$ cat config.mk
export PLATFORM = sky130hd
export DESIGN_NAME = prefix_connection_limiter_core
export DESIGN_NICKNAME = d
export VERILOG_FILES = /design/src/hw/rtl/pcl_pkg.sv /design/src/hw/rtl/prefix_connection_limiter_core.sv /design/src/hw/rtl/pcl_front.sv /design/src/hw/rtl/pcl_queue.sv /design/src/hw/rtl/pcl_back.sv
export SDC_FILE = /design/constraint.sdc
export NUM_CORES = 2
export LEC_CHECK = 0
export ABC_AREA = 1
export BUFFER_PORTS_ARGS = -buffer_cell sky130_fd_sc_hd__buf_2
export CAP_MARGIN = 10
export CELL_PAD_IN_SITES_DETAIL_PLACEMENT = 1
export CELL_PAD_IN_SITES_GLOBAL_PLACEMENT = 2
export CORE_UTILIZATION = 30
export DETAILED_ROUTE_END_ITERATION = 8
export PLACE_DENSITY_LB_ADDON = 0.1
export SYNTH_ARGS = -nofsm -noshare
export SYNTH_HDL_FRONTEND = slang
export SYNTH_SLANG_ARGS = --single-unit
$ cat constraint.sdc
create_clock -name clk -period 13 [get_ports clk]
set_input_delay 2.6 -clock clk [delete_from_list [all_inputs] [get_ports clk]]
set_output_delay 2.6 -clock clk [all_outputs]
set_load 0.005 [all_outputs]
$ cat src/hw/rtl/pcl_pkg.sv
// Shared types and constants for the prefix connection limiter.
// No dependencies; every other file of the block uses this package.
`default_nettype none

package pcl_pkg;

    // Default sizes handed down from the top level
    localparam int TABLE_ENTRIES_DEF = 64;
    localparam int COUNT_BITS_DEF    = 16;

    // Fixed field widths
    localparam int ADDR_BITS     = 32;
    localparam int LIMIT_BITS    = 16;
    localparam int LEN_BITS      = 6;
    localparam int CLIENT_BITS   = 17;
    localparam int RESULT_BITS   = 3;
    localparam int CFG_INDEX_W   = 2;
    localparam int CFG_DATA_W    = 16;
    localparam int QUEUE_DEPTH   = 2;

    // Longest usable IPv4 prefix
    localparam logic [LEN_BITS-1:0] MAX_PREFIX_LEN = 6'd32;

    // Configuration register indexes
    localparam logic [CFG_INDEX_W-1:0] REG_PER_PREFIX_LIMIT = 2'd0;
    localparam logic [CFG_INDEX_W-1:0] REG_PREFIX_LEN       = 2'd1;
    localparam logic [CFG_INDEX_W-1:0] REG_CLASS_LIMIT      = 2'd2;

    // Command codes
    localparam logic CMD_ATTACH = 1'b0;
    localparam logic CMD_DETACH = 1'b1;

    // Limits the back end needs from the register file
    typedef struct packed {
        logic [LIMIT_BITS-1:0] per_prefix_limit;
        logic [LIMIT_BITS-1:0] class_limit;
    } cfg_t;

    // Classified word carried from front to back
    typedef struct packed {
        logic                 cmd;
        logic                 exempt;
        logic                 was_added;
        logic                 enabled;   // prefix checking active
        logic                 scan;      // table lookup needed
        logic [ADDR_BITS-1:0] prefix;    // masked address
    } qword_t;

endpackage

`default_nettype wire

$ cat src/hw/rtl/prefix_connection_limiter_core.sv
// Words that skip the table pass the queue slot, the back end's word register
// and the output register; a table lookup adds a scan (one entry read per cycle)
// that stops at the first matching entry. The queue takes new words while the
// back end works on one word at a time, paced by the single read port of the
// prefix table that the scan walks. Reset: counts and registers clear; the
// table is then swept clean with in_ready low (configuration writes still taken).
`default_nettype none

module prefix_connection_limiter_core
#(
    parameter int TABLE_ENTRIES = pcl_pkg::TABLE_ENTRIES_DEF,
    parameter int COUNT_BITS    = pcl_pkg::COUNT_BITS_DEF
)
(
    input  wire logic                                  clk,
    input  wire logic                                  rst_n,
    // configuration
    input  wire logic                                  cfg_we,
    input  wire logic [pcl_pkg::CFG_INDEX_W-1:0]       cfg_index,
    input  wire logic [pcl_pkg::CFG_DATA_W-1:0]        cfg_data,
    // input channel
    input  wire logic                                  in_valid,
    output logic                                       in_ready,
    input  wire logic                                  cmd,
    input  wire logic [pcl_pkg::ADDR_BITS-1:0]         address,
    input  wire logic                                  exempt,
    input  wire logic                                  was_added,
    // output channel
    output logic                                       out_valid,
    input  wire logic                                  out_ready,
    output logic signed [pcl_pkg::RESULT_BITS-1:0]     limit_result,
    output logic                                       prefix_added,
    output logic                                       table_full
);

    pcl_pkg::cfg_t    cfg;
    pcl_pkg::qword_t  push_word;
    pcl_pkg::qword_t  pop_word;
    logic             q_push;
    logic             q_full;
    logic             q_pop;
    logic             q_valid;
    logic             clear_busy;

    // input side: registers and classification
    pcl_front u_front
    (
        .clk        (clk),
        .rst_n      (rst_n),
        .cfg_we     (cfg_we),
        .cfg_index  (cfg_index),
        .cfg_data   (cfg_data),
        .in_valid   (in_valid),
        .in_ready   (in_ready),
        .cmd        (cmd),
        .address    (address),
        .exempt     (exempt),
        .was_added  (was_added),
        .clear_busy (clear_busy),
        .q_full     (q_full),
        .q_push     (q_push),
        .q_word     (push_word),
        .cfg        (cfg)
    );

    // decoupling queue
    pcl_queue u_queue
    (
        .clk       (clk),
        .rst_n     (rst_n),
        .push      (q_push),
        .push_word (push_word),
        .full      (q_full),
        .pop       (q_pop),
        .pop_valid (q_valid),
        .pop_word  (pop_word)
    );

    // table and result side
    pcl_back
    #(
        .TABLE_ENTRIES (TABLE_ENTRIES),
        .COUNT_BITS    (COUNT_BITS)
    )
    u_back
    (
        .clk          (clk),
        .rst_n        (rst_n),
        .cfg          (cfg),
        .q_valid      (q_valid),
        .q_word       (pop_word),
        .q_pop        (q_pop),
        .clear_busy   (clear_busy),
        .out_valid    (out_valid),
        .out_ready    (out_ready),
        .limit_result (limit_result),
        .prefix_added (prefix_added),
        .table_full   (table_full)
    );

endmodule

`default_nettype wire

$ cat src/hw/rtl/pcl_front.sv
// Front end: configuration registers, input handshake, prefix masking
// and classification of each word. Depends on pcl_pkg.
`default_nettype none

module pcl_front
(
    input  wire logic                                clk,
    input  wire logic                                rst_n,
    // configuration write port
    input  wire logic                                cfg_we,
    input  wire logic [pcl_pkg::CFG_INDEX_W-1:0]     cfg_index,
    input  wire logic [pcl_pkg::CFG_DATA_W-1:0]      cfg_data,
    // input channel
    input  wire logic                                in_valid,
    output logic                                     in_ready,
    input  wire logic                                cmd,
    input  wire logic [pcl_pkg::ADDR_BITS-1:0]       address,
    input  wire logic                                exempt,
    input  wire logic                                was_added,
    // toward queue and back end
    input  wire logic                                clear_busy,
    input  wire logic                                q_full,
    output logic                                     q_push,
    output pcl_pkg::qword_t                          q_word,
    output pcl_pkg::cfg_t                            cfg
);

    logic [pcl_pkg::LIMIT_BITS-1:0] per_prefix_limit_reg;
    logic [pcl_pkg::LEN_BITS-1:0]   prefix_len_reg;
    logic [pcl_pkg::LIMIT_BITS-1:0] class_limit_reg;
    logic [pcl_pkg::LEN_BITS-1:0]   len_eff;
    logic [pcl_pkg::ADDR_BITS-1:0]  mask;
    logic                           enabled;

    // register writes; indexes past the list are dropped
    always_ff @(posedge clk or negedge rst_n)
    begin
        if (!rst_n)
        begin
            per_prefix_limit_reg <= '0;
            prefix_len_reg       <= '0;
            class_limit_reg      <= '0;
        end
        else if (cfg_we)
        begin
            case (cfg_index)
                pcl_pkg::REG_PER_PREFIX_LIMIT:
                    per_prefix_limit_reg <= cfg_data;
                pcl_pkg::REG_PREFIX_LEN:
                    prefix_len_reg <= cfg_data[pcl_pkg::LEN_BITS-1:0];
                pcl_pkg::REG_CLASS_LIMIT:
                    class_limit_reg <= cfg_data;
                default:
                    ;
            endcase
        end
    end

    // prefix mask; lengths above 32 act as 32
    always_comb
    begin
        len_eff = (prefix_len_reg > pcl_pkg::MAX_PREFIX_LEN) ?
                  pcl_pkg::MAX_PREFIX_LEN : prefix_len_reg;
        if (len_eff == '0)
            mask = '0;
        else
            mask = {pcl_pkg::ADDR_BITS{1'b1}} << (pcl_pkg::MAX_PREFIX_LEN - len_eff);
    end

    assign enabled = (per_prefix_limit_reg != '0) && (prefix_len_reg != '0);

    // classify: with checking enabled, attaches always look up, detaches only if counted
    always_comb
    begin
        q_word.cmd       = cmd;
        q_word.exempt    = exempt;
        q_word.was_added = was_added;
        q_word.enabled   = enabled;
        q_word.scan      = enabled && ((cmd == pcl_pkg::CMD_ATTACH) || was_added);
        q_word.prefix    = address & mask;
    end

    // no words taken while the table is being cleared
    assign in_ready = !q_full && !clear_busy;
    assign q_push   = in_valid && in_ready;

    assign cfg.per_prefix_limit = per_prefix_limit_reg;
    assign cfg.class_limit      = class_limit_reg;

endmodule

`default_nettype wire

$ cat src/hw/rtl/pcl_queue.sv
// Short queue between the front end and the back end.
// Depends on pcl_pkg for the word type and depth.
`default_nettype none

module pcl_queue
(
    input  wire logic            clk,
    input  wire logic            rst_n,
    input  wire logic            push,
    input  wire pcl_pkg::qword_t push_word,
    output logic                 full,
    input  wire logic            pop,
    output logic                 pop_valid,
    output pcl_pkg::qword_t      pop_word
);

    localparam int QAW = (pcl_pkg::QUEUE_DEPTH > 1) ? $clog2(pcl_pkg::QUEUE_DEPTH) : 1;
    localparam logic [QAW-1:0] LAST_PTR = QAW'(pcl_pkg::QUEUE_DEPTH - 1);
    localparam logic [QAW:0]   DEPTH_CNT = (QAW + 1)'(pcl_pkg::QUEUE_DEPTH);

    pcl_pkg::qword_t  slot_reg [pcl_pkg::QUEUE_DEPTH];
    logic [QAW-1:0]   wr_ptr_reg;
    logic [QAW-1:0]   wr_ptr_next;
    logic [QAW-1:0]   rd_ptr_reg;
    logic [QAW-1:0]   rd_ptr_next;
    logic [QAW:0]     count_reg;
    logic [QAW:0]     count_next;
    logic             do_push;
    logic             do_pop;

    assign full      = (count_reg == DEPTH_CNT);
    assign pop_valid = (count_reg != '0);
    assign do_push   = push && !full;
    assign do_pop    = pop && pop_valid;
    assign pop_word  = slot_reg[rd_ptr_reg];

    // pointer and fill count update
    always_comb
    begin
        wr_ptr_next = wr_ptr_reg;
        rd_ptr_next = rd_ptr_reg;
        count_next  = count_reg;
        if (do_push)
            wr_ptr_next = (wr_ptr_reg == LAST_PTR) ? '0 : wr_ptr_reg + 1'b1;
        if (do_pop)
            rd_ptr_next = (rd_ptr_reg == LAST_PTR) ? '0 : rd_ptr_reg + 1'b1;
        if (do_push && !do_pop)
            count_next = count_reg + 1'b1;
        else if (do_pop && !do_push)
            count_next = count_reg - 1'b1;
    end

    always_ff @(posedge clk or negedge rst_n)
    begin
        if (!rst_n)
        begin
            wr_ptr_reg <= '0;
            rd_ptr_reg <= '0;
            count_reg  <= '0;
        end
        else
        begin
            wr_ptr_reg <= wr_ptr_next;
            rd_ptr_reg <= rd_ptr_next;
            count_reg  <= count_next;
        end
    end

    // payload slots, no reset
    always_ff @(posedge clk)
    begin
        if (do_push)
            slot_reg[wr_ptr_reg] <= push_word;
    end

endmodule

`default_nettype wire

$ cat src/hw/rtl/pcl_back.sv
// Back end: prefix table memory, table scan, count updates and the
// output register. Clears the table after reset. Depends on pcl_pkg.
`default_nettype none

module pcl_back
#(
    parameter int TABLE_ENTRIES = pcl_pkg::TABLE_ENTRIES_DEF,
    parameter int COUNT_BITS    = pcl_pkg::COUNT_BITS_DEF
)
(
    input  wire logic                                  clk,
    input  wire logic                                  rst_n,
    input  wire pcl_pkg::cfg_t                         cfg,
    // queue side
    input  wire logic                                  q_valid,
    input  wire pcl_pkg::qword_t                       q_word,
    output logic                                       q_pop,
    output logic                                       clear_busy,
    // output channel
    output logic                                       out_valid,
    input  wire logic                                  out_ready,
    output logic signed [pcl_pkg::RESULT_BITS-1:0]     limit_result,
    output logic                                       prefix_added,
    output logic                                       table_full
);

    localparam int AW   = (TABLE_ENTRIES > 1) ? $clog2(TABLE_ENTRIES) : 1;
    localparam int PW   = pcl_pkg::ADDR_BITS;
    localparam int WW   = 1 + PW + COUNT_BITS;
    localparam int CMPW = (COUNT_BITS > pcl_pkg::LIMIT_BITS) ? COUNT_BITS : pcl_pkg::LIMIT_BITS;
    localparam int CB   = pcl_pkg::CLIENT_BITS;
    localparam int RB   = pcl_pkg::RESULT_BITS;

    localparam logic [AW-1:0]         LAST_IDX   = AW'(TABLE_ENTRIES - 1);
    localparam logic [AW:0]           SCAN_END   = (AW + 1)'(TABLE_ENTRIES);
    localparam logic [COUNT_BITS-1:0] COUNT_MAX  = {COUNT_BITS{1'b1}};
    localparam logic [COUNT_BITS-1:0] COUNT_ONE  = COUNT_BITS'(1);
    localparam logic [CB-1:0]         CLIENT_MAX = {CB{1'b1}};

    // state codes
    localparam logic [1:0] ST_CLEAR  = 2'd0;
    localparam logic [1:0] ST_IDLE   = 2'd1;
    localparam logic [1:0] ST_SCAN   = 2'd2;
    localparam logic [1:0] ST_UPDATE = 2'd3;

    logic [1:0]             state_reg;
    logic [1:0]             state_next;
    logic [AW-1:0]          clr_idx_reg;
    logic [AW-1:0]          clr_idx_next;
    logic [AW:0]            scan_cnt_reg;
    logic [AW:0]            scan_cnt_next;
    logic                   chk_vld_reg;
    logic                   chk_vld_next;
    logic [AW-1:0]          chk_idx_reg;
    logic [AW-1:0]          chk_idx_next;
    logic                   match_reg;
    logic                   match_next;
    logic [AW-1:0]          match_idx_reg;
    logic [AW-1:0]          match_idx_next;
    logic [COUNT_BITS-1:0]  match_cnt_reg;
    logic [COUNT_BITS-1:0]  match_cnt_next;
    logic                   free_found_reg;
    logic                   free_found_next;
    logic [AW-1:0]          free_idx_reg;
    logic [AW-1:0]          free_idx_next;
    pcl_pkg::qword_t        item_reg;
    logic [CB-1:0]          client_count_reg;
    logic [CB-1:0]          client_count_next;
    logic                   out_valid_reg;
    logic signed [RB-1:0]   limit_result_reg;
    logic                   prefix_added_reg;
    logic                   table_full_reg;

    // table memory
    logic [WW-1:0]          mem [TABLE_ENTRIES];
    logic [WW-1:0]          rd_data_reg;
    logic                   rd_en;
    logic [AW-1:0]          rd_addr;
    logic                   wr_en;
    logic [AW-1:0]          wr_addr;
    logic [WW-1:0]          wr_data;

    // scan and update signals
    logic                   e_valid;
    logic [PW-1:0]          e_prefix;
    logic [COUNT_BITS-1:0]  e_count;
    logic                   e_hit;
    logic                   issue;
    logic                   commit;
    logic                   is_det;
    logic [CB-1:0]          cc_inc;
    logic [CB-1:0]          cc_dec;
    logic                   class_hit;
    logic                   cnt_ge;
    logic                   refused;
    logic                   prefix_hit;
    logic                   full_hit;
    logic                   added;
    logic [1:0]             hits;
    logic [RB-1:0]          hits_ext;
    logic [RB-1:0]          result_val;
    logic [COUNT_BITS-1:0]  cnt_inc;
    logic [COUNT_BITS-1:0]  cnt_dec;

    assign clear_busy = (state_reg == ST_CLEAR);
    assign q_pop      = (state_reg == ST_IDLE) && q_valid;
    assign commit     = (state_reg == ST_UPDATE) && (!out_valid_reg || out_ready);

    // fields of the entry read last cycle
    assign e_valid  = rd_data_reg[WW-1];
    assign e_prefix = rd_data_reg[WW-2 -: PW];
    assign e_count  = rd_data_reg[COUNT_BITS-1:0];
    assign e_hit    = e_valid && (e_prefix == item_reg.prefix);

    assign issue   = (state_reg == ST_SCAN) && (scan_cnt_reg != SCAN_END);
    assign rd_en   = issue;
    assign rd_addr = scan_cnt_reg[AW-1:0];

    // decision for the current word
    always_comb
    begin
        is_det     = (item_reg.cmd == pcl_pkg::CMD_DETACH);
        cc_inc     = (client_count_reg == CLIENT_MAX) ? client_count_reg
                                                      : client_count_reg + 1'b1;
        cc_dec     = (client_count_reg == '0) ? client_count_reg
                                              : client_count_reg - 1'b1;
        class_hit  = !is_det && (cc_inc > {1'b0, cfg.class_limit});
        cnt_ge     = (CMPW'(match_cnt_reg) >= CMPW'(cfg.per_prefix_limit));
        refused    = !item_reg.exempt && cnt_ge;
        prefix_hit = !is_det && item_reg.enabled && match_reg && refused;
        full_hit   = !is_det && item_reg.enabled && !match_reg && !free_found_reg;
        added      = !is_det && item_reg.enabled &&
                     (match_reg ? !refused : free_found_reg);
        hits       = {1'b0, class_hit} + {1'b0, prefix_hit || full_hit};
        hits_ext   = {1'b0, hits};
        result_val = (item_reg.exempt && !is_det) ? (~hits_ext + 1'b1) : hits_ext;
        cnt_inc    = (match_cnt_reg == COUNT_MAX) ? match_cnt_reg
                                                  : match_cnt_reg + 1'b1;
        cnt_dec    = (match_cnt_reg == '0) ? match_cnt_reg : match_cnt_reg - 1'b1;
    end

    // table write: clearing pass, or at most one entry per committed word
    always_comb
    begin
        wr_en   = 1'b0;
        wr_addr = match_idx_reg;
        wr_data = {1'b1, item_reg.prefix, cnt_inc};
        if (state_reg == ST_CLEAR)
        begin
            wr_en   = 1'b1;
            wr_addr = clr_idx_reg;
            wr_data = '0;
        end
        else if (commit && item_reg.enabled)
        begin
            if (is_det)
            begin
                // drop the entry when its count reaches zero
                wr_en   = item_reg.was_added && match_reg;
                wr_data = {(cnt_dec != '0), item_reg.prefix, cnt_dec};
            end
            else if (match_reg)
            begin
                wr_en = !refused;
            end
            else
            begin
                wr_en   = free_found_reg;
                wr_addr = free_idx_reg;
                wr_data = {1'b1, item_reg.prefix, COUNT_ONE};
            end
        end
    end

    // sequencer: clear, take a word, scan, update
    always_comb
    begin
        state_next        = state_reg;
        clr_idx_next      = clr_idx_reg;
        scan_cnt_next     = scan_cnt_reg;
        chk_vld_next      = 1'b0;
        chk_idx_next      = chk_idx_reg;
        match_next        = match_reg;
        match_idx_next    = match_idx_reg;
        match_cnt_next    = match_cnt_reg;
        free_found_next   = free_found_reg;
        free_idx_next     = free_idx_reg;
        client_count_next = client_count_reg;
        case (state_reg)
            ST_CLEAR:
            begin
                clr_idx_next = clr_idx_reg + 1'b1;
                if (clr_idx_reg == LAST_IDX)
                    state_next = ST_IDLE;
            end
            ST_IDLE:
            begin
                match_next      = 1'b0;
                free_found_next = 1'b0;
                scan_cnt_next   = '0;
                if (q_valid)
                    state_next = q_word.scan ? ST_SCAN : ST_UPDATE;
            end
            ST_SCAN:
            begin
                if (issue)
                    scan_cnt_next = scan_cnt_reg + 1'b1;
                chk_vld_next = issue;
                chk_idx_next = rd_addr;
                if (chk_vld_reg)
                begin
                    if (e_hit)
                    begin
                        // lowest matching entry wins, stop here
                        match_next     = 1'b1;
                        match_idx_next = chk_idx_reg;
                        match_cnt_next = e_count;
                        chk_vld_next   = 1'b0;
                        state_next     = ST_UPDATE;
                    end
                    else
                    begin
                        if (!e_valid && !free_found_reg)
                        begin
                            free_found_next = 1'b1;
                            free_idx_next   = chk_idx_reg;
                        end
                        if (chk_idx_reg == LAST_IDX)
                            state_next = ST_UPDATE;
                    end
                end
            end
            ST_UPDATE:
            begin
                if (commit)
                begin
                    client_count_next = is_det ? cc_dec : cc_inc;
                    state_next        = ST_IDLE;
                end
            end
            default:
                state_next = ST_IDLE;
        endcase
    end

    // control registers
    always_ff @(posedge clk or negedge rst_n)
    begin
        if (!rst_n)
        begin
            state_reg        <= ST_CLEAR;
            clr_idx_reg      <= '0;
            chk_vld_reg      <= 1'b0;
            client_count_reg <= '0;
            out_valid_reg    <= 1'b0;
        end
        else
        begin
            state_reg        <= state_next;
            clr_idx_reg      <= clr_idx_next;
            chk_vld_reg      <= chk_vld_next;
            client_count_reg <= client_count_next;
            if (commit)
                out_valid_reg <= 1'b1;
            else if (out_ready)
                out_valid_reg <= 1'b0;
        end
    end

    // scan bookkeeping and payload, no reset
    always_ff @(posedge clk)
    begin
        scan_cnt_reg   <= scan_cnt_next;
        chk_idx_reg    <= chk_idx_next;
        match_reg      <= match_next;
        match_idx_reg  <= match_idx_next;
        match_cnt_reg  <= match_cnt_next;
        free_found_reg <= free_found_next;
        free_idx_reg   <= free_idx_next;
        if (q_pop)
            item_reg <= q_word;
        if (commit)
        begin
            limit_result_reg <= result_val;
            prefix_added_reg <= added;
            table_full_reg   <= full_hit;
        end
    end

    // table memory, one read and one write port
    always_ff @(posedge clk)
    begin
        if (rd_en)
            rd_data_reg <= mem[rd_addr];
        if (wr_en)
            mem[wr_addr] <= wr_data;
    end

    assign out_valid    = out_valid_reg;
    assign limit_result = limit_result_reg;
    assign prefix_added = prefix_added_reg;
    assign table_full   = table_full_reg;

    // checks
    a_no_write_in_scan: assert property (@(posedge clk) disable iff (!rst_n)
        (state_reg == ST_SCAN) |-> !wr_en)
        else $error("table written during scan");

    a_no_pop_in_clear: assert property (@(posedge clk) disable iff (!rst_n)
        clear_busy |-> !q_pop)
        else $error("word taken while clearing table");

    a_commit_slot_free: assert property (@(posedge clk) disable iff (!rst_n)
        commit |-> (!out_valid_reg || out_ready))
        else $error("result overwritten before taken");

    a_full_not_added: assert property (@(posedge clk) disable iff (!rst_n)
        out_valid_reg && table_full_reg |-> !prefix_added_reg)
        else $error("table_full with prefix_added");

    a_count_stable: assert property (@(posedge clk) disable iff (!rst_n)
        !commit |=> $stable(client_count_reg))
        else $error("client count moved without a commit");

endmodule

`default_nettype wire
* Word-level counts from Yosys, hierarchy flattened *
Memory sizes are Yosys's and may differ from the RTL's. A register that Yosys moved wholly into a read port is not among the register bits.
Cells that the tools add are included.
Widths: inputs -> output; s select.

operators by class
  add/subtract/negate cells = 13
  magnitude comparators = 3
  equal/unequal tests = 22
  shift operators = 1
  muxes and demuxes = 50
  bitwise operators = 4
  reduce and logical (&&, ||, !) cells = 60

operators by type and width
  kind                   number
  $mux 49                3
  $mux 17                3
  $mux 16                3
  $and 32x32->32         1
  $eq 32x32->1           1
  $mux 32                1
  $reduce_bool 16->1     2
  $shl 32x6->32 const A  1
  $mux 6                 5
  $logic_and 1x1->1      24
  $mux 1                 21
  $mux 2                 9
  $add 17x1->17 const B  1
  $eq 17x17->1 const B   1
  $gt 17x16->1           1
  $logic_not 17->1       1
  $sub 17x1->17 const B  1
  $add 16x1->16 const B  1
  $eq 16x16->1 const B   1
  $ge 16x16->1           1
  $logic_not 16->1       1
  $sub 16x1->16 const B  1
  $pmux 7 s2             1
  $eq 6x6->1 const B     2
  other kinds (30)       66

word-level totals
  bits in registers = 153
  RAM bits = 3210
  output and inout port bits = 7
  logic and storage cells = 182
  memories = 2

memory list
  memory            words  width  read ports  clocked after memory_dff  write ports  RTL line         text
  u_back.mem        64     49     1           1                         1            pcl_back.sv:75   logic [WW-1:0] mem [TABLE_ENTRIES];
  u_queue.slot_reg  2      37     1           0                         1            pcl_queue.sv:21  pcl_pkg::qword_t slot_reg [pcl_pkg::QUEUE_DEPTH];

* Depth between registers and ports, before layout *
  depth in word-level cells = 9
  depth in mapped cells = 22

* By module *
A second synthesis with hierarchy kept.

unflattened totals
  cells, all modules = 10948
  area total of the unflattened synthesis = 136413.3 um^2

by module, submodules not included
  module     times used  cells an instance  area an instance (um^2)
  pcl_back   1           10420              131225.9
  pcl_queue  1           225                2934.1
  pcl_front  1           303                2253.4

* Worst setup path before layout *
OpenSTA, ideal clock, no wires.

  path kind = input port to flip-flop
  start = in out_ready
  end = mem u_back.mem[0][0] in the netlist's numbering, enable pin
  setup time = 0.456 ns
  data arrival time = 5.850 ns
  data required time = 12.544 ns
  path slack = 6.694 ns
  cell stages on the path = 13
  path through = inv_1 -> nand2_1 -> nand2_1 -> nor2_1 -> nand2_1 -> buf_2 -> o211ai_1 -> nand2_1 -> inv_1 -> nand2_1 -> nor2_1 -> nand2_1 -> nor2_1

between the ends
  longest elaborated chain between the ends = 7
  elaborated cells on any way between the ends = 9
  those cells by class = mux: 6; reduce/logical: 3

ends and longest elaborated chain
  item                          RTL line                              text
  start, declared               prefix_connection_limiter_core.sv:30  input wire logic out_ready,
  $logic_or 1x1->1 *            pcl_back.sv:107                       assign commit = (state_reg == ST_UPDATE) && (!out_valid_reg || out_ready);
  $logic_and 1x1->1 *           pcl_back.sv:107
  $logic_and 1x1->1 *           pcl_back.sv:154                       else if (commit && item_reg.enabled)
  $mux 1                        pcl_back.sv:154
  $mux 1                        pcl_back.sv:148                       if (state_reg == ST_CLEAR)
  $mux 1                        pcl_back.sv:295                       if (wr_en)
  $mux 1 (implied by the code)  pcl_back.sv:296                       mem[wr_addr] <= wr_data;
  end, declared                 pcl_back.sv:75

Mark *: on every way between the ends. The rest lies on a longest branch, timed or not.

* Worst setup path in the final report *
  start = in out_ready
  end = mem u_back.mem[18][23] in the netlist's numbering, enable pin

Same word-level chain as after synthesis.

==> results_dict.tcl <==
set metrics [dict create \
    finalSetupTns_ns 0 \
    die_x_um 675 \
    routed_wl_um 527000 \
    clk_root_buffer_cell "sky130_fd_sc_hd__clkbuf_16" \
    netlist-cell-type-count 43 \
    power.net_switching_uw 4710 \
    timing.fmax_ghz 0.151 \
    clk_latency_ns 0.98 \
    critPathLaunch "out_ready" \
    clk_pin_slew_worst_paths_ns 0.06 \
    drv_cap 0 \
    synth_enable_flop_cells 3343 \
    intPower_uw 18000 \
    syn_nets 10800 \
    first_pass_iters 8 \
    min_from "u_back.rd_data_reg[9]$_DFFE_PP_" \
    synth_async_sr_flop_share 0.0202 \
    cts-root-to-sink-buffers 4 \
    synth_sequential_area_ratio 0.751 \
    worstSetupEndpointType "flop" \
    vias_post_dr 89300 \
    post_drt_wl_per_cell_um 30.9 \
    overall_global_routing_usage 0.226 \
    clock_skew_ns 0.0362 \
    cell_with_the_biggest_individual_delay_on_the_critical_path "sky130_fd_sc_hd__nor2_4" \
    layout.cells.most_common "sky130_fd_sc_hd__edfxtp_1" \
    die_h_um 675 \
    comb_power_share 0.008 \
    cts-buffers-inserted 396 \
    ioPinCount 65 \
    cp.arrival_ns 7.19 \
    min_path_type "flop to flop" \
    timing_worst_slew_pin_value_ns 1.22 \
    critical_path.max_stage_delay_ns 0.73 \
    synthFlopType "sky130_fd_sc_hd__edfxtp_1" \
    dpl-instance-area_sq_um 144000 \
    synth.yosys.warnings 0 \
    post_synth_instance_area_sq_um 136000 \
    cts-hold-fix-buffers 0 \
    cts_tree "built" \
    timing.hold.worst_endpoint "u_back.match_cnt_reg[9]$_DFFE_PP_" \
    setup_slack_after_placement_ns 5.39 \
    die_area_sq_um 456000 \
    status "finished, final reports clean" \
    largest_net_degree_at_the_start_of_global_routing 172 \
    initial_core_util 0.302 \
    detail_route.iter0.violations 8138 \
    power.share.clock 0.466 \
    most_frequent_cells_in_the_layout "sky130_fd_sc_hd__edfxtp_1, sky130_fd_sc_hd__nor2_1, sky130_fd_sc_hd__o21ai_0" \
    cts_sinks 3412 \
    postSynthAreaPerCell_sq_um 12.7 \
    nets 10900 \
    r2r_setup_slack_ns 7.16 \
    postRouteAntennaNets 0 \
    syn-instance-count 10700 \
    timing.rr.start "u_back.is_det$_DFFE_PP_" \
    detailed_place_hpwl_um 310000 \
    r2r_cells 14 \
    finish.instance_area_sq_um 156000 \
    finalSetupViolCount 0 \
    count_of_filler_cells_inserted_in_the_layout 47300 \
    cts-htree-levels 5 \
    finalWorstSetupSlack_ns 6.38 \
    largest_reg_flops 3136 \
    power.switching_fraction 0.207 \
    total_leakage_power_uw 0.0456 \
    crit_path_frequent_cell "sky130_fd_sc_hd__nand2_1" \
    synth.ff_latch_count 3412 \
    numPlacedInstances 16300 \
    highest_ir_drop_seen_on_vdd_v 0.000111 \
    crit_path_cell_trace "buf_2, inv_1, nand2_1, nand2_1, nor2_1, nand2_1, o211ai_1, nand2_1, inv_1, nand2_1, nor2_1, nand2_1, buf_4, nor2_4, buf_4" \
    portBuffers 64 \
    antenna_found_initial 46 \
    gpl.final_weighted_congestion 0.803 \
    worst-path-buf-inv 5 \
    core_area_sq_um 450000 \
    synthToLayoutAreaGrowth_pct 14.7 \
    globalRouteOverflowTotal 0 \
    final.min_clock_period_ns 6.62 \
    first_global_vias 90600 \
    post-cts-setup-buffers 0 \
    hold-path-cell-count 0 \
    post_route_cells_drive_above_1_share 0.0875 \
    std_cell_rows 246 \
    rsz0062_at_grt "no" \
    detail_route.drc_violations 0 \
    report.final.hold_viol_count 0 \
    power_frac_seq 0.526 \
    tcrit_tclk_final 0.509 \
    slew_violations 0 \
    stdcell_count 17100 \
    worst_path_dominant_cell_family "simple AND/OR/NAND/NOR gates" \
    via_per_inst 5.24 \
    power_density_nw_per_um2 146 \
    max_slew_margin 0.189 \
    timing_worst_setup_path_type "input pin to flop" \
    r2r-end "u_back.mem[18][23]$_DFFE_PP_" \
    worstPathRequired_ns 13.57 \
    startpoint_type "input pin" \
    finalPower_uw 22700 \
    number_of_resized_instances_in_the_post_cts_repair_step 0 \
    grt_pass1_wl_um 730000 \
    timing.critical_path.fanout_max 30 \
]
[cell families after synthesis]
logic type | count (synthesis) | share of synthesized area
buffers and inverters | 890 | 0.0284
DFF | 3412 | 0.751
and+or+nand+nor | 3607 | 0.105
adders and majority gates | 51 | 0.00469
xor gates and xnor gates | 56 | 0.00361
AOI/OAI and AO/OA | 2696 | 0.107
[power by group through the flow]
stage / Sequential [uW] / Combinational (uW) / Clock (uW)
after floorplan: 12200 / 115 / 0
after global placement: 12200 / 184 / 0
after detailed placement: 12200 / 187 / 0
after CTS: 11900 / 188 / 10900
after global routing: 11900 / 210 / 11200
final: 11900 / 181 / 10600
[Yosys cell counts, types with 13 or more instances]
cell / n / area, sq um
sky130_fd_sc_hd__ha_1: 51 / 638
sky130_fd_sc_hd__nand2_1: 1139 / 4280
sky130_fd_sc_hd__o22ai_1: 779 / 4870
sky130_fd_sc_hd__xnor2_1: 16 / 140
sky130_fd_sc_hd__and2_1: 42 / 263
sky130_fd_sc_hd__xor2_1: 40 / 350
sky130_fd_sc_hd__inv_1: 210 / 788
sky130_fd_sc_hd__buf_6: 29 / 327
sky130_fd_sc_hd__o211ai_1: 13 / 97.6
sky130_fd_sc_hd__o21ai_0: 1469 / 7350
sky130_fd_sc_hd__dfrtp_1: 69 / 1730
sky130_fd_sc_hd__nor2_1: 2059 / 7730
sky130_fd_sc_hd__nor3_1: 33 / 165
sky130_fd_sc_hd__nand4_1: 79 / 494
sky130_fd_sc_hd__o21ai_1: 205 / 1030
sky130_fd_sc_hd__nand3_1: 221 / 1110
sky130_fd_sc_hd__clkbuf_1: 449 / 1690
sky130_fd_sc_hd__a21oi_1: 202 / 1010
sky130_fd_sc_hd__buf_4: 31 / 233
sky130_fd_sc_hd__edfxtp_1: 3343 / 100000
sky130_fd_sc_hd__buf_2: 147 / 736
[worst max-delay path by stage]
stage | end | slack [ns] | cells past startpoint
after floorplan | u_back.mem[0][0]$_DFFE_PP_ | 6.69 | 13
after global placement | u_back.mem[9][40]$_DFFE_PP_ | 5.31 | 15
after detailed placement | u_back.mem[9][23]$_DFFE_PP_ | 5.39 | 15
after CTS | u_back.mem[9][21]$_DFFE_PP_ | 6.44 | 15
after global routing | u_back.mem[18][23]$_DFFE_PP_ | 6.15 | 15
final | u_back.mem[18][23]$_DFFE_PP_ | 6.38 | 15
[worst register-to-register path, stage by stage, from the launching register on]
cell and delay [ns]:
sky130_fd_sc_hd__edfxtp_1 0.36, sky130_fd_sc_hd__buf_4 0.23, sky130_fd_sc_hd__inv_2 0.40, sky130_fd_sc_hd__nand2_1 0.20
sky130_fd_sc_hd__nor2_1 0.60, sky130_fd_sc_hd__nand2_1 0.47, sky130_fd_sc_hd__o211ai_1 0.33, sky130_fd_sc_hd__nand2_1 0.14
sky130_fd_sc_hd__inv_1 0.11, sky130_fd_sc_hd__nand2_1 0.08, sky130_fd_sc_hd__nor2_1 0.12, sky130_fd_sc_hd__nand2_1 0.55
sky130_fd_sc_hd__buf_4 0.45, sky130_fd_sc_hd__nor2_4 0.74, sky130_fd_sc_hd__buf_4 0.63
[per-layer routing]
| layer | GRT usage | wire length [um] | up-vias |
|---|---|---|---|
| met3 | 0.0218 | 22500 | 589 |
| li1 | - | - | 39300 |
| met5 | 0 | 47 | - |
| met2 | 0.373 | 249000 | 2060 |
| met1 | 0.321 | 243000 | 47400 |
| met4 | 0.0529 | 13000 | 6 |
[cell type report]
type                       instances  area [sq um]  area share
timing repair buffer             322          2460      0.0158
inverter                         222           870     0.00558
multi-input combinational       6410         30900       0.198
clock inverter                   185          1330     0.00852
antenna                           23          57.6    0.000369
clock buffer                     529         10700      0.0684
tap                             5952          7450      0.0478
sequential                      3412        102000       0.655
[stage by stage]
stage          utilization  hold WS, ns
2_1_floorplan            -        0.400
3_3_place_gp         0.320        0.414
3_5_place_dp         0.320        0.412
4_1_cts              0.346        0.425
5_1_grt              0.346        0.429
6_report             0.346        0.426
Power figures use the tool's default switching activity.
